**src/rtl/rrfsa_pkg.sv**
```systemverilog
// Shared types and constants for the round-robin free server allocator.
// Used by the front end, the command queue, the back end and the top level.
package rrfsa_pkg;

    // sizing
    localparam int NUM_SERVERS  = 8;
    localparam int NUM_REQUESTS = 256;
    localparam int LOAD_BITS    = 32;

    localparam int SRV_W = (NUM_SERVERS > 1) ? $clog2(NUM_SERVERS) : 1;
    localparam int REQ_W = (NUM_REQUESTS > 1) ? $clog2(NUM_REQUESTS) : 1;

    // stream field widths
    localparam int CFG_W    = 4;
    localparam int KIND_W   = 1;
    localparam int ID_W     = 8;
    localparam int LEN_W    = 16;
    localparam int SERVER_W = 3;
    localparam int MLOAD_W  = 32;
    localparam int MMASK_W  = 8;

    localparam int IN_W      = ID_W + LEN_W;
    localparam int IN_DATA_W = ((IN_W + 7) / 8) * 8;
    localparam int OUT_W     = 1 + SERVER_W + 1 + MLOAD_W + MMASK_W;
    localparam int OUT_DATA_W = ((OUT_W + 7) / 8) * 8;
    localparam int OUT_PAD_W = OUT_DATA_W - OUT_W;

    // saturating load arithmetic
    localparam int SUM_W = ((LOAD_BITS > LEN_W) ? LOAD_BITS : LEN_W) + 1;
    localparam logic [LOAD_BITS-1:0] LOAD_MAX = '1;

    // active server register
    localparam logic [CFG_W-1:0] ACTIVE_RESET = CFG_W'(8);

    // command queue
    localparam int FIFO_DEPTH = 2;
    localparam int FIFO_PW    = (FIFO_DEPTH > 1) ? $clog2(FIFO_DEPTH) : 1;
    localparam int FIFO_CW    = $clog2(FIFO_DEPTH + 1);

    typedef enum logic [KIND_W-1:0] {
        OP_ARRIVE   = 1'b0,
        OP_COMPLETE = 1'b1
    } op_t;

    // classified event handed from front to back
    typedef struct packed {
        op_t               op;
        logic              id_ok;
        logic [REQ_W-1:0]  idx;
        logic [LEN_W-1:0]  len;
    } cmd_t;

    typedef enum logic [2:0] {
        ST_IDLE,
        ST_READ,
        ST_EXEC,
        ST_PEAK,
        ST_SEND
    } state_t;

endpackage

```
**src/rtl/round_robin_free_server_allocator.sv**
```systemverilog
// Channel   Direction  Signals                     Contents (lowest bit first)
// s_        in         s_tvalid/s_tready/s_tdata   request_id[7:0], work_length[15:0]
//                      s_tuser                     kind (0 arrive, 1 complete)
// m_        out        m_tvalid/m_tready/m_tdata   granted, server[2:0], released,
//                                                  max_load[31:0], max_mask[7:0]
// cfg_      in         cfg_wr_en/cfg_wr_data       active_servers[3:0]
//
// Each event passes through the back end in these steps:
// dequeue, owner table read, update, a one-server-per-cycle sweep for the peak load, then send.
// Reset is synchronous and active low; owner valid bits clear at once, no clearing pass.
// A two-entry queue lets the front keep taking transfers while the back end works,
// and the output register lets the next event run while a result waits on m_tready.
// Top level of the allocator; depends on rrfsa_pkg, rrfsa_front, rrfsa_fifo, rrfsa_back.
module round_robin_free_server_allocator
    import rrfsa_pkg::*;
(
    input  logic                   aclk,
    input  logic                   aresetn,
    input  logic                   cfg_wr_en,
    input  logic [CFG_W-1:0]       cfg_wr_data,  // active_servers
    input  logic                   s_tvalid,
    output logic                   s_tready,
    input  logic [IN_DATA_W-1:0]   s_tdata,      // request_id[7:0], work_length[23:8]
    input  logic [KIND_W-1:0]      s_tuser,      // kind
    output logic                   m_tvalid,
    input  logic                   m_tready,
    output logic [OUT_DATA_W-1:0]  m_tdata       // granted, server, released, max_load, max_mask
);

    logic [CFG_W-1:0]       active_reg;
    logic [CFG_W-1:0]       active_next;
    logic [NUM_SERVERS-1:0] active_mask;
    logic [31:0]            active_cnt;
    logic                   push_valid;
    logic                   push_ready;
    cmd_t                   push_data;
    logic                   pop_valid;
    logic                   pop_ready;
    cmd_t                   pop_data;

    // active server register
    always_comb begin
        active_next = active_reg;
        if (cfg_wr_en) begin
            active_next = cfg_wr_data;
        end
    end

    always_ff @(posedge aclk) begin
        if (!aresetn) begin
            active_reg <= ACTIVE_RESET;
        end else begin
            active_reg <= active_next;
        end
    end

    // clamp the count to one..NUM_SERVERS and expand to a mask
    always_comb begin
        if (active_reg == '0) begin
            active_cnt = 32'd1;
        end else if (32'(active_reg) > 32'(NUM_SERVERS)) begin
            active_cnt = 32'(NUM_SERVERS);
        end else begin
            active_cnt = 32'(active_reg);
        end
        for (int s = 0; s < NUM_SERVERS; s++) begin
            active_mask[s] = (32'(s) < active_cnt);
        end
    end

    rrfsa_front u_front (
        .aclk       (aclk),
        .aresetn    (aresetn),
        .s_tvalid   (s_tvalid),
        .s_tready   (s_tready),
        .s_tdata    (s_tdata),
        .s_tuser    (s_tuser),
        .push_valid (push_valid),
        .push_ready (push_ready),
        .push_data  (push_data)
    );

    rrfsa_fifo u_fifo (
        .aclk       (aclk),
        .aresetn    (aresetn),
        .push_valid (push_valid),
        .push_ready (push_ready),
        .push_data  (push_data),
        .pop_valid  (pop_valid),
        .pop_ready  (pop_ready),
        .pop_data   (pop_data)
    );

    rrfsa_back u_back (
        .aclk        (aclk),
        .aresetn     (aresetn),
        .active_mask (active_mask),
        .pop_valid   (pop_valid),
        .pop_ready   (pop_ready),
        .pop_data    (pop_data),
        .m_tvalid    (m_tvalid),
        .m_tready    (m_tready),
        .m_tdata     (m_tdata)
    );

endmodule

```
**src/rtl/rrfsa_front.sv**
```systemverilog
// Front end: takes input transfers, classifies the event and range-checks the id.
// Depends on rrfsa_pkg; feeds rrfsa_fifo.
module rrfsa_front
    import rrfsa_pkg::*;
(
    input  logic                  aclk,
    input  logic                  aresetn,
    input  logic                  s_tvalid,
    output logic                  s_tready,
    input  logic [IN_DATA_W-1:0]  s_tdata,
    input  logic [KIND_W-1:0]     s_tuser,
    output logic                  push_valid,
    input  logic                  push_ready,
    output cmd_t                  push_data
);

    logic hold_valid_reg;
    logic hold_valid_next;
    cmd_t hold_reg;
    logic [ID_W-1:0] id;

    assign id         = s_tdata[ID_W-1:0];
    assign s_tready   = !hold_valid_reg || push_ready;
    assign push_valid = hold_valid_reg;
    assign push_data  = hold_reg;

    // hold register occupancy
    always_comb begin
        hold_valid_next = hold_valid_reg;
        if (push_ready) begin
            hold_valid_next = 1'b0;
        end
        if (s_tvalid && s_tready) begin
            hold_valid_next = 1'b1;
        end
    end

    always_ff @(posedge aclk) begin
        if (!aresetn) begin
            hold_valid_reg <= 1'b0;
        end else begin
            hold_valid_reg <= hold_valid_next;
        end
    end

    // classify the event on the way in
    always_ff @(posedge aclk) begin
        if (s_tvalid && s_tready) begin
            hold_reg.op    <= op_t'(s_tuser);
            hold_reg.id_ok <= (32'(id) < 32'(NUM_REQUESTS));
            hold_reg.idx   <= REQ_W'(id);
            hold_reg.len   <= s_tdata[ID_W +: LEN_W];
        end
    end

endmodule

```
**src/rtl/rrfsa_fifo.sv**
```systemverilog
// Short command queue between the front and back ends.
// Depends on rrfsa_pkg for the command type and depth.
module rrfsa_fifo
    import rrfsa_pkg::*;
(
    input  logic  aclk,
    input  logic  aresetn,
    input  logic  push_valid,
    output logic  push_ready,
    input  cmd_t  push_data,
    output logic  pop_valid,
    input  logic  pop_ready,
    output cmd_t  pop_data
);

    cmd_t               entry_reg [FIFO_DEPTH];
    logic [FIFO_PW-1:0] wr_ptr_reg;
    logic [FIFO_PW-1:0] wr_ptr_next;
    logic [FIFO_PW-1:0] rd_ptr_reg;
    logic [FIFO_PW-1:0] rd_ptr_next;
    logic [FIFO_CW-1:0] count_reg;
    logic [FIFO_CW-1:0] count_next;
    logic               do_push;
    logic               do_pop;

    assign push_ready = (count_reg != FIFO_CW'(FIFO_DEPTH));
    assign pop_valid  = (count_reg != '0);
    assign pop_data   = entry_reg[rd_ptr_reg];
    assign do_push    = push_valid && push_ready;
    assign do_pop     = pop_valid && pop_ready;

    // pointer and count update
    always_comb begin
        wr_ptr_next = wr_ptr_reg;
        rd_ptr_next = rd_ptr_reg;
        count_next  = count_reg;
        if (do_push) begin
            wr_ptr_next = (wr_ptr_reg == FIFO_PW'(FIFO_DEPTH - 1)) ? '0 : wr_ptr_reg + 1'b1;
        end
        if (do_pop) begin
            rd_ptr_next = (rd_ptr_reg == FIFO_PW'(FIFO_DEPTH - 1)) ? '0 : rd_ptr_reg + 1'b1;
        end
        if (do_push && !do_pop) begin
            count_next = count_reg + 1'b1;
        end else if (do_pop && !do_push) begin
            count_next = count_reg - 1'b1;
        end
    end

    always_ff @(posedge aclk) begin
        if (!aresetn) begin
            wr_ptr_reg <= '0;
            rd_ptr_reg <= '0;
            count_reg  <= '0;
        end else begin
            wr_ptr_reg <= wr_ptr_next;
            rd_ptr_reg <= rd_ptr_next;
            count_reg  <= count_next;
        end
    end

    // storage
    always_ff @(posedge aclk) begin
        if (do_push) begin
            entry_reg[wr_ptr_reg] <= push_data;
        end
    end

endmodule

```
**src/rtl/rrfsa_back.sv**
```systemverilog
// Back end: owner table, round-robin grant, load accounting and peak sweep.
// Depends on rrfsa_pkg; drains rrfsa_fifo and holds the output register.
module rrfsa_back
    import rrfsa_pkg::*;
(
    input  logic                   aclk,
    input  logic                   aresetn,
    input  logic [NUM_SERVERS-1:0] active_mask,
    input  logic                   pop_valid,
    output logic                   pop_ready,
    input  cmd_t                   pop_data,
    output logic                   m_tvalid,
    input  logic                   m_tready,
    output logic [OUT_DATA_W-1:0]  m_tdata
);

    state_t                  state_reg, state_next;
    cmd_t                    cmd_reg, cmd_next;
    logic [SRV_W-1:0]        own_srv_reg;
    logic                    own_vld_reg;
    logic [NUM_SERVERS-1:0]  free_reg, free_next;
    logic [SRV_W-1:0]        last_reg, last_next;
    logic [NUM_REQUESTS-1:0] valid_reg, valid_next;
    logic [LOAD_BITS-1:0]    load_reg  [NUM_SERVERS];
    logic [LOAD_BITS-1:0]    load_next [NUM_SERVERS];
    logic [SRV_W-1:0]        k_reg, k_next;
    logic [LOAD_BITS-1:0]    best_reg, best_next;
    logic [NUM_SERVERS-1:0]  bmask_reg, bmask_next;
    logic                    granted_reg, granted_next;
    logic [SRV_W-1:0]        server_reg, server_next;
    logic                    released_reg, released_next;
    logic                    m_valid_reg, m_valid_next;
    logic [OUT_DATA_W-1:0]   m_data_reg, m_data_next;

    logic [SRV_W-1:0]        owner_mem [NUM_REQUESTS];
    logic                    owner_we;

    logic [NUM_SERVERS-1:0]  cand;
    logic [NUM_SERVERS-1:0]  cand_hi;
    logic [SRV_W-1:0]        pick_hi;
    logic [SRV_W-1:0]        pick_lo;
    logic [SRV_W-1:0]        pick;
    logic [SUM_W-1:0]        sum;
    logic [LOAD_BITS-1:0]    sat_load;

    assign pop_ready = (state_reg == ST_IDLE);
    assign m_tvalid  = m_valid_reg;
    assign m_tdata   = m_data_reg;

    // rotating priority pick: first free active server above the last grant, else the lowest free active one
    always_comb begin
        cand    = free_reg & active_mask;
        cand_hi = '0;
        pick_hi = '0;
        pick_lo = '0;
        for (int s = 0; s < NUM_SERVERS; s++) begin
            cand_hi[s] = cand[s] && (SRV_W'(s) > last_reg);
        end
        for (int s = NUM_SERVERS - 1; s >= 0; s--) begin
            if (cand_hi[s]) begin
                pick_hi = SRV_W'(s);
            end
            if (cand[s]) begin
                pick_lo = SRV_W'(s);
            end
        end
        pick = (|cand_hi) ? pick_hi : pick_lo;
    end

    // saturating load add for the picked server
    always_comb begin
        sum      = SUM_W'(load_reg[pick]) + SUM_W'(cmd_reg.len);
        sat_load = (sum > SUM_W'(LOAD_MAX)) ? LOAD_MAX : LOAD_BITS'(sum);
    end

    // sequencer: next state and datapath updates
    always_comb begin
        state_next    = state_reg;
        cmd_next      = cmd_reg;
        free_next     = free_reg;
        last_next     = last_reg;
        valid_next    = valid_reg;
        load_next     = load_reg;
        k_next        = k_reg;
        best_next     = best_reg;
        bmask_next    = bmask_reg;
        granted_next  = granted_reg;
        server_next   = server_reg;
        released_next = released_reg;
        m_valid_next  = m_valid_reg;
        m_data_next   = m_data_reg;
        owner_we      = 1'b0;

        if (m_tready) begin
            m_valid_next = 1'b0;
        end

        case (state_reg)
            ST_IDLE: begin
                if (pop_valid) begin
                    cmd_next   = pop_data;
                    state_next = ST_READ;
                end
            end
            ST_READ: begin
                state_next = ST_EXEC;
            end
            ST_EXEC: begin
                granted_next  = 1'b0;
                released_next = 1'b0;
                server_next   = '0;
                if (cmd_reg.op == OP_COMPLETE) begin
                    if (cmd_reg.id_ok && own_vld_reg) begin
                        free_next[own_srv_reg] = 1'b1;
                        valid_next[cmd_reg.idx] = 1'b0;
                        released_next = 1'b1;
                    end
                end else if (cmd_reg.id_ok && (|cand)) begin
                    load_next[pick]         = sat_load;
                    owner_we                = 1'b1;
                    valid_next[cmd_reg.idx] = 1'b1;
                    free_next[pick]         = 1'b0;
                    last_next               = pick;
                    granted_next            = 1'b1;
                    server_next             = pick;
                end
                k_next     = '0;
                best_next  = '0;
                bmask_next = '0;
                state_next = ST_PEAK;
            end
            ST_PEAK: begin
                if (active_mask[k_reg]) begin
                    if (load_reg[k_reg] > best_reg) begin
                        best_next         = load_reg[k_reg];
                        bmask_next        = '0;
                        bmask_next[k_reg] = 1'b1;
                    end else if (load_reg[k_reg] == best_reg) begin
                        bmask_next[k_reg] = 1'b1;
                    end
                end
                if (k_reg == SRV_W'(NUM_SERVERS - 1)) begin
                    state_next = ST_SEND;
                end else begin
                    k_next = k_reg + 1'b1;
                end
            end
            ST_SEND: begin
                if (!m_valid_reg || m_tready) begin
                    m_valid_next = 1'b1;
                    m_data_next  = {OUT_PAD_W'(0),
                                    MMASK_W'(bmask_reg),
                                    MLOAD_W'(best_reg),
                                    released_reg,
                                    SERVER_W'(server_reg),
                                    granted_reg};
                    state_next   = ST_IDLE;
                end
            end
            default: begin
                state_next = ST_IDLE;
            end
        endcase
    end

    // control state
    always_ff @(posedge aclk) begin
        if (!aresetn) begin
            state_reg   <= ST_IDLE;
            free_reg    <= '1;
            last_reg    <= SRV_W'(NUM_SERVERS - 1);
            valid_reg   <= '0;
            m_valid_reg <= 1'b0;
            for (int s = 0; s < NUM_SERVERS; s++) begin
                load_reg[s] <= '0;
            end
        end else begin
            state_reg   <= state_next;
            free_reg    <= free_next;
            last_reg    <= last_next;
            valid_reg   <= valid_next;
            m_valid_reg <= m_valid_next;
            load_reg    <= load_next;
        end
    end

    // payload registers
    always_ff @(posedge aclk) begin
        cmd_reg      <= cmd_next;
        k_reg        <= k_next;
        best_reg     <= best_next;
        bmask_reg    <= bmask_next;
        granted_reg  <= granted_next;
        server_reg   <= server_next;
        released_reg <= released_next;
        m_data_reg   <= m_data_next;
    end

    // owner table: one write port, registered read
    always_ff @(posedge aclk) begin
        if (owner_we) begin
            owner_mem[cmd_reg.idx] <= pick;
        end
    end

    always_ff @(posedge aclk) begin
        if (state_reg == ST_READ) begin
            own_srv_reg <= owner_mem[cmd_reg.idx];
            own_vld_reg <= valid_reg[cmd_reg.idx];
        end
    end

endmodule
```
**config.mk**
```make
export PLATFORM = sky130hd
export DESIGN_NAME = round_robin_free_server_allocator
export DESIGN_NICKNAME = d
export VERILOG_FILES = /design/src/rtl/rrfsa_pkg.sv /design/src/rtl/round_robin_free_server_allocator.sv /design/src/rtl/rrfsa_front.sv /design/src/rtl/rrfsa_fifo.sv /design/src/rtl/rrfsa_back.sv
export SDC_FILE = /design/constraint.sdc
export NUM_CORES = 2
export LEC_CHECK = 0
export BUFFER_PORTS_ARGS = -buffer_cell sky130_fd_sc_hd__buf_2
export CORE_UTILIZATION = 25
export CTS_BUF_LIST = sky130_fd_sc_hd__clkbuf_8
export DETAILED_ROUTE_END_ITERATION = 16
export MAX_ROUTING_LAYER = met4
export SLEW_MARGIN = 0
export SYNTH_ARGS = -nofsm -noshare
export SYNTH_HDL_FRONTEND = slang
export SYNTH_SLANG_ARGS = --single-unit
```
**constraint.sdc**
```tcl
create_clock -name aclk -period 11.5 [get_ports aclk]
set_input_delay 1.15 -clock aclk [delete_from_list [all_inputs] [get_ports aclk]]
set_output_delay 1.15 -clock aclk [all_outputs]
set_load 0.05 [all_outputs]
```
== Yosys cells after proc, flatten, opt, wreduce, memory -nomap -nowiden ==
Memory sizes are Yosys's and may differ from the RTL's. A register that Yosys moved wholly into a read port is not among the register bits.
Index checks and enable logic that the tools add are counted.
Widths: inputs -> output; s select.
Cells by class
  add/subtract/negate cells: 6
  multipliers: 0
  div/mod/pow operators: 0
  magnitude comparators: 30
  eq/ne operators: 15
  shift operators: 0
  multiplexer cells: 77
  bitwise gates (word level): 12
  reduce and logical (&&, ||, !) cells: 44
Operators by type and width (number)
  $mux 256: 3
  $and 256x256->256: 1
  $bwmux 256: 1
  $mux 32: 8
  $not 256->256: 1
  $or 256x256->256: 1
  $bmux 32 s3: 2
  $lt 3x32->1 const A: 4
  $demux 32 s3: 1
  $lt 1x32->1 const A: 2
  $lt 2x32->1 const A: 2
  $pmux 32 s2: 1
  $mux 3: 21
  $mux 8: 6
  $add 32x16->33: 1
  $gt 33x32->1 const B: 1
  $eq 32x32->1: 1
  $gt 32x32->1: 1
  $mux 1: 21
  $logic_and 1x1->1: 20
  $and 8x8->8: 2
  $or 8x8->8: 2
  $pmux 8 s2: 1
  $reduce_or 8->1: 2
  other kinds (39): 78
Word-level totals
  register bits: 656
  bits in latches: 0
  memory bits (writable): 818
  ROM bits: 0
  input bits: 34
  output and inout bits: 50
  word-level logic and storage cells: 216
  memories: 2
Memory list
  u_back.owner_mem: words 256, width 3, read ports 1, clocked after memory_dff 1, write ports 1, RTL line rrfsa_back.sv:35  | logic [SRV_W-1:0] owner_mem [NUM_REQUESTS];
  u_fifo.entry_reg: words 2, width 25, read ports 1, clocked after memory_dff 1, write ports 1, RTL line rrfsa_fifo.sv:16  | cmd_t entry_reg [FIFO_DEPTH];

== Longest topological paths before layout ==
  word-level depth: 23
  depth in mapped cells: 30
  gate-level depth less buffers: 22

== By module ==
Synthesis repeated with hierarchy kept, for this count alone.
Second synthesis, totals
  cells, all modules: 4941
  area total of the unflattened synthesis: 63858.7 um^2
Modules (own cells, without submodules)
  rrfsa_back: times used 1, cells each 4782, area an instance 60720.7 um^2
  rrfsa_fifo: times used 1, cells each 105, area an instance 2112.0 um^2
  rrfsa_front: times used 1, cells each 32, area an instance 819.5 um^2
  round_robin_free_server_allocator: times used 1, cells each 22, area an instance 206.4 um^2

== Worst setup path before layout ==
Ideal clock, no wire load.
  path kind: reg2reg
  from: reg active_reg[0]
  to: reg u_back.load_reg[127] (netlist bit)
  library setup time: 122 ps
  data arrival time: 10557 ps
  data required time: 11378 ps
  slack: 821 ps
  cell stages (with the launch flop): 26
  clock period less this slack: 10679 ps
  path through: dfxtp_1 > buf_6 > or3_4 > and3_4 > nor3_4 > o211a_2 > nor2_4 > inv_2 > buf_1 > clkbuf_1 > clkbuf_1 > o21ai_0 > ha_1 > a211oi_1 > o211ai_1 > nand2_1 > a21oi_1 > a41oi_1 > or2b_1 > o2111ai_1 > or4b_4 > buf_6 > or4_4 > buf_6 > o211ai_1 > a21oi_1
On the way
  longest elaborated chain between the ends: 23
Ends and longest elaborated chain
  from (decl): RTL line round_robin_free_server_allocator.sv:30  | logic [CFG_W-1:0] active_reg;
  from (signal assigned): RTL line round_robin_free_server_allocator.sv:53  | active_reg <= active_next;
  $gt 4x4->1: RTL line round_robin_free_server_allocator.sv:61  | end else if (32'(active_reg) > 32'(NUM_SERVERS)) begin
  $mux 4: RTL line round_robin_free_server_allocator.sv:61
  $mux 4 *: RTL line round_robin_free_server_allocator.sv:59  | if (active_reg == '0) begin
  $lt 3x32->1: RTL line round_robin_free_server_allocator.sv:67  | active_mask[s] = (32'(s) < active_cnt);
  $and 8x8->8 *: RTL line rrfsa_back.sv:52  | cand = free_reg & active_mask;
  $logic_and 1x1->1: RTL line rrfsa_back.sv:57  | cand_hi[s] = cand[s] && (SRV_W'(s) > last_reg);
  $mux 3 (8 in a row): RTL line rrfsa_back.sv:60  | if (cand_hi[s]) begin
  $mux 3 *: RTL line rrfsa_back.sv:67  | pick = (|cand_hi) ? pick_hi : pick_lo;
  named net u_back.pick[0]: RTL line rrfsa_back.sv:42  | logic [SRV_W-1:0] pick;
  $not 3->4 (implied by the code) *: RTL line rrfsa_back.sv:72, rrfsa_back.sv:119
  $bmux 32 s3: RTL line rrfsa_back.sv:72  | sum = SUM_W'(load_reg[pick]) + SUM_W'(cmd_reg.len);
  $mux 32 (implied by the code) (2 in a row): RTL line rrfsa_back.sv:72
  $add 32x16->33: RTL line rrfsa_back.sv:72
  $gt 33x32->1: RTL line rrfsa_back.sv:73  | sat_load = (sum > SUM_W'(LOAD_MAX)) ? LOAD_MAX : LOAD_BITS'(sum);
  $mux 32: RTL line rrfsa_back.sv:73
  $bwmux 256 *: RTL line rrfsa_back.sv:119  | load_next[pick] = sat_load;
  to (signal assigned): RTL line rrfsa_back.sv:183  | load_reg <= load_next;
  to (decl): RTL line rrfsa_back.sv:24  | logic [LOAD_BITS-1:0] load_reg [NUM_SERVERS];
Mark *: on every way through the listed nets, which the timed path passes. The rest lies on a longest branch. The select of a mux whose other input is x is not followed.
A chain may end at the register's enable or synchronous reset.

== Worst setup path after layout ==
  from: reg active_reg[3]
  to: reg u_back.load_reg[63] (netlist bit)
On the way
  longest elaborated chain between the ends: 23
Ends and longest elaborated chain (RTL line)
  $gt 4x4->1: round_robin_free_server_allocator.sv:61
  $mux 4: round_robin_free_server_allocator.sv:61
  $mux 4 *: round_robin_free_server_allocator.sv:59
  $lt 3x32->1: round_robin_free_server_allocator.sv:67
  $and 8x8->8 *: rrfsa_back.sv:52
  $logic_and 1x1->1: rrfsa_back.sv:57
  $mux 3 (8 in a row): rrfsa_back.sv:60
  $mux 3: rrfsa_back.sv:67
  $not 3->4 (implied by the code): rrfsa_back.sv:72, rrfsa_back.sv:119
  $bmux 32 s3: rrfsa_back.sv:72
  $mux 32 (implied by the code) (2 in a row): rrfsa_back.sv:72
  $add 32x16->33: rrfsa_back.sv:72
  $gt 33x32->1: rrfsa_back.sv:73
  $mux 32: rrfsa_back.sv:73
  $bwmux 256: rrfsa_back.sv:119
Mark *: on every way between the ends. The rest lies on a longest branch, timed or not. The select of a mux whose other input is x is not followed.

==> results_dict.tcl <==
set metrics [dict create \
    setup_ws_ns 3.76 \
    globalRouteMet2Util 0.224 \
    syn_avg_cell_area_um2 13.3 \
    reg2reg_depth 19 \
    irDropWorstVdd_mv 0.180 \
    die_x_um 510 \
    cts-root-buf "clkbuf_8" \
    vias 43676 \
    use_met1 0.181 \
    dpl_worst_slack_ns 3.92 \
    hold_start "s_tdata[3]" \
    fin_nets 4899 \
    critPathMaxFanout 20 \
    tns_ns 0 \
    holdPathStages 1 \
    ctsResizeCount 0 \
    combPwrFrac 0.343 \
    maxCapViolCount 0 \
    cts_tree "yes" \
    ys.flop_type "edfxtp_1" \
    slew_headroom 0.0797 \
    cts_buffers 227 \
    grt_busiest_layer "met2" \
    end_kind "flop" \
    final_common_cell "edfxtp_1" \
    drtAntennaViolNets 0 \
    start_kind "flop" \
    final.min_clock_period_ns 7.74 \
    coreArea_mm2 0.257 \
    clk_latency_ns 0.98 \
    cp_cell_sequence "o22ai_1, a2bb2oi_1, o22ai_1, nand4_1, nand2_1, nand3_1, and3_1, ha_1, o21ai_0, a2111oi_0, nand2_1, a21oi_1, a41oi_1, or2b_1, o2111ai_1, or4b_4, or4_4, o211ai_1, a21oi_1" \
    dp_hpwl_um 106000 \
    io_pins 84 \
    crit_required_ns 12.27 \
    period_share 0.673 \
    drive_above_1_share 0.193 \
    clkSinkCount 1501 \
    grtUsageTotal 0.142 \
    hold_path_end "u_front.push_data[19]$_DFFE_PP_" \
    syn_to_final_growth_pct 12.9 \
    totalWireLength_um 183000 \
    synth-edff-count 965 \
    layout_common_cells "965 x edfxtp_1, 536 x dfxtp_1, 477 x a21oi_1, 436 x nor2_1, 322 x mux4_2" \
    worstHoldPathType "primary input to flop" \
    grt_max_degree 245 \
    post_cts_buffers 0 \
    crit_arrival_ns 8.50 \
    start_util 0.251 \
    worst_slew_pin_slew_ns 1.38 \
    pwr-share-seq 0.400 \
    p_sw_frac 0.377 \
    portBuffers 80 \
    worst-setup-path-type "flop to flop" \
    startpoint "active_reg[3]$_SDFFE_PN1P_" \
    p_leak_nw 22.8 \
    timing.rr.end "u_back.load_reg[63]$_SDFFE_PN0P_" \
    htreeDepth 4 \
    die-area_mm2 0.260 \
    drt_first_pass_iters 9 \
    synth_cell_types 115 \
    avgViaCountPerCell 5.21 \
    slew_violations 0 \
    finalSetupViolCount 0 \
    grt_use_met3 0.0267 \
    grt_pass1_wl_um 274000 \
    clkTransAtPathRegs_ns 0.07 \
    num_rows 186 \
    dpl-instance-area_mm2 0.0683 \
    fmax_ghz 0.129 \
    rsz0062_at_grt "no" \
    reg2reg_setup_slack_ns 3.76 \
    synth_cells 4860 \
    whs_ns 0.359 \
    switchingPower_w 0.00646 \
    clkPwrFrac 0.258 \
    die_h_um 510 \
    synth-seq-cells 1501 \
    async_flop_share 0 \
    post_drt_wl_per_cell_um 21.8 \
    drc 0 \
    status "complete, no violations" \
    final_hold_viol_count 0 \
    drt_iter0_drc 4961 \
    gp_congestion 0.896 \
    num-fill-cells 25835 \
    yosys_warnings 0 \
    power_density_mw_per_mm2 235 \
    clockBufferDepth 3 \
    reg2reg_from "active_reg[3]$_SDFFE_PN1P_" \
    intPower_w 0.0107 \
    cts_hold_buf 0 \
    fin_worst_skew_ns 0.0739 \
    syn_area_mm2 0.0645 \
    max_stage_delay_ns 0.86 \
    synth_seq_area_share 0.615 \
    antenna_found_initial 5 \
    grt_pass1_vias 42775 \
    cp_slowest_cell "nand2_1" \
    overflow 0 \
    design_area_mm2 0.0728 \
]
-- worst max-delay path, delay by kind of cell (launching register included) --
| family | cells | cell delay, ns |
|---|---|---|
| and+or+nand+nor | 8 | 3.71 |
| AOI/OAI and AO/OA | 10 | 2.81 |
| DFF | 1 | 0.74 |
| adders and majority gates | 1 | 0.31 |
-- metal layers --
layer | up-vias | share of wire
met1 | 21948 | 0.41
met4 | 0 | 0.032
met3 | 473 | 0.084
met5 | - | 0
met2 | 2158 | 0.47
li1 | 19097 | -
-- synthesized netlist by cell type, drive strengths merged (6+ instances only) --
cell	instances	area share
o211ai	47	0.0055
and2	40	0.0039
a22o	15	0.0021
mux2	29	0.0051
a32oi	12	0.0016
dfxtp	536	0.17
a211oi	71	0.0085
a21oi	489	0.039
o21a	6	0.00070
mux4	322	0.11
o21ai	191	0.015
nor4	16	0.0016
o22ai	30	0.0029
or4	13	0.0016
xnor2	12	0.0016
nor3b	6	0.00085
nand2b	18	0.0017
xor2	11	0.0015
nand3	69	0.0055
nor2	476	0.028
o311ai	8	0.0011
nand4	60	0.0059
mux2i	25	0.0039
edfxtp	965	0.45
a311oi	248	0.034
a21o	19	0.0022
clkbuf	380	0.024
a31o	10	0.0014
nor2b	30	0.0029
a22oi	137	0.016
inv	54	0.0031
a31oi	16	0.0016
o22a	7	0.00095
a211o	6	0.00099
buf	73	0.0060
or2	9	0.00087
ha	51	0.0099
and3	24	0.0024
nor3	29	0.0025
nand2	206	0.012
or3	11	0.0011
o221ai	12	0.0016
-- area by class of cell --
class | instances | area (um^2) | area share
flip-flops and latches | 1501 | 39700 | 0.545
multi-input cells | 2853 | 22900 | 0.315
well taps | 3384 | 4230 | 0.0581
clock buffers | 245 | 3370 | 0.0463
repair buffers | 176 | 1200 | 0.0165
clock inverters | 171 | 1150 | 0.0158
inverters | 54 | 228 | 0.00313
diodes | 5 | 12.5 | 0.000172
-- per-stage QoR --
stage	total power, W	cells	util
2_1_floorplan	0.0109	4862	-
5_1_grt	0.0179	8389	0.284
3_5_place_dp	0.0128	7968	0.266
6_report	0.0171	8389	0.284
3_3_place_gp	0.0127	7968	0.266
4_1_cts	0.0172	8384	0.284
-- power groups by stage --
stage          logic [W]  clock network (W)  registers, W
3_5_place_dp     0.00580                  0       0.00696
5_1_grt          0.00628            0.00475       0.00687
4_1_cts          0.00582            0.00451       0.00685
2_1_floorplan    0.00391                  0       0.00703
6_report         0.00588            0.00442       0.00685
3_3_place_gp     0.00573                  0       0.00696
-- cell families after synthesis --
group / after synthesis / share of synthesized area
compound gates: 1375 / 0.144
xor+xnor: 23 / 0.00312
fa+ha+maj: 52 / 0.0102
buf+inv: 508 / 0.0332
flops: 1501 / 0.615
mux: 376 / 0.121
other cells: 1 / 0.0000581
simple gates: 1024 / 0.0733
-- worst max-delay path by stage --
stage / to / slack [ns]
global placement: u_back.load_reg[127]$_SDFFE_PN0P_ / 4.04
floorplan: u_back.load_reg[127]$_SDFFE_PN0P_ / 0.82
global route: u_back.load_reg[183]$_SDFFE_PN0P_ / 3.38
detailed placement: u_back.load_reg[63]$_SDFFE_PN0P_ / 3.92
finish: u_back.load_reg[63]$_SDFFE_PN0P_ / 3.76
CTS: u_back.load_reg[63]$_SDFFE_PN0P_ / 3.90
Note: power is estimated with default switching activity, not from simulation.
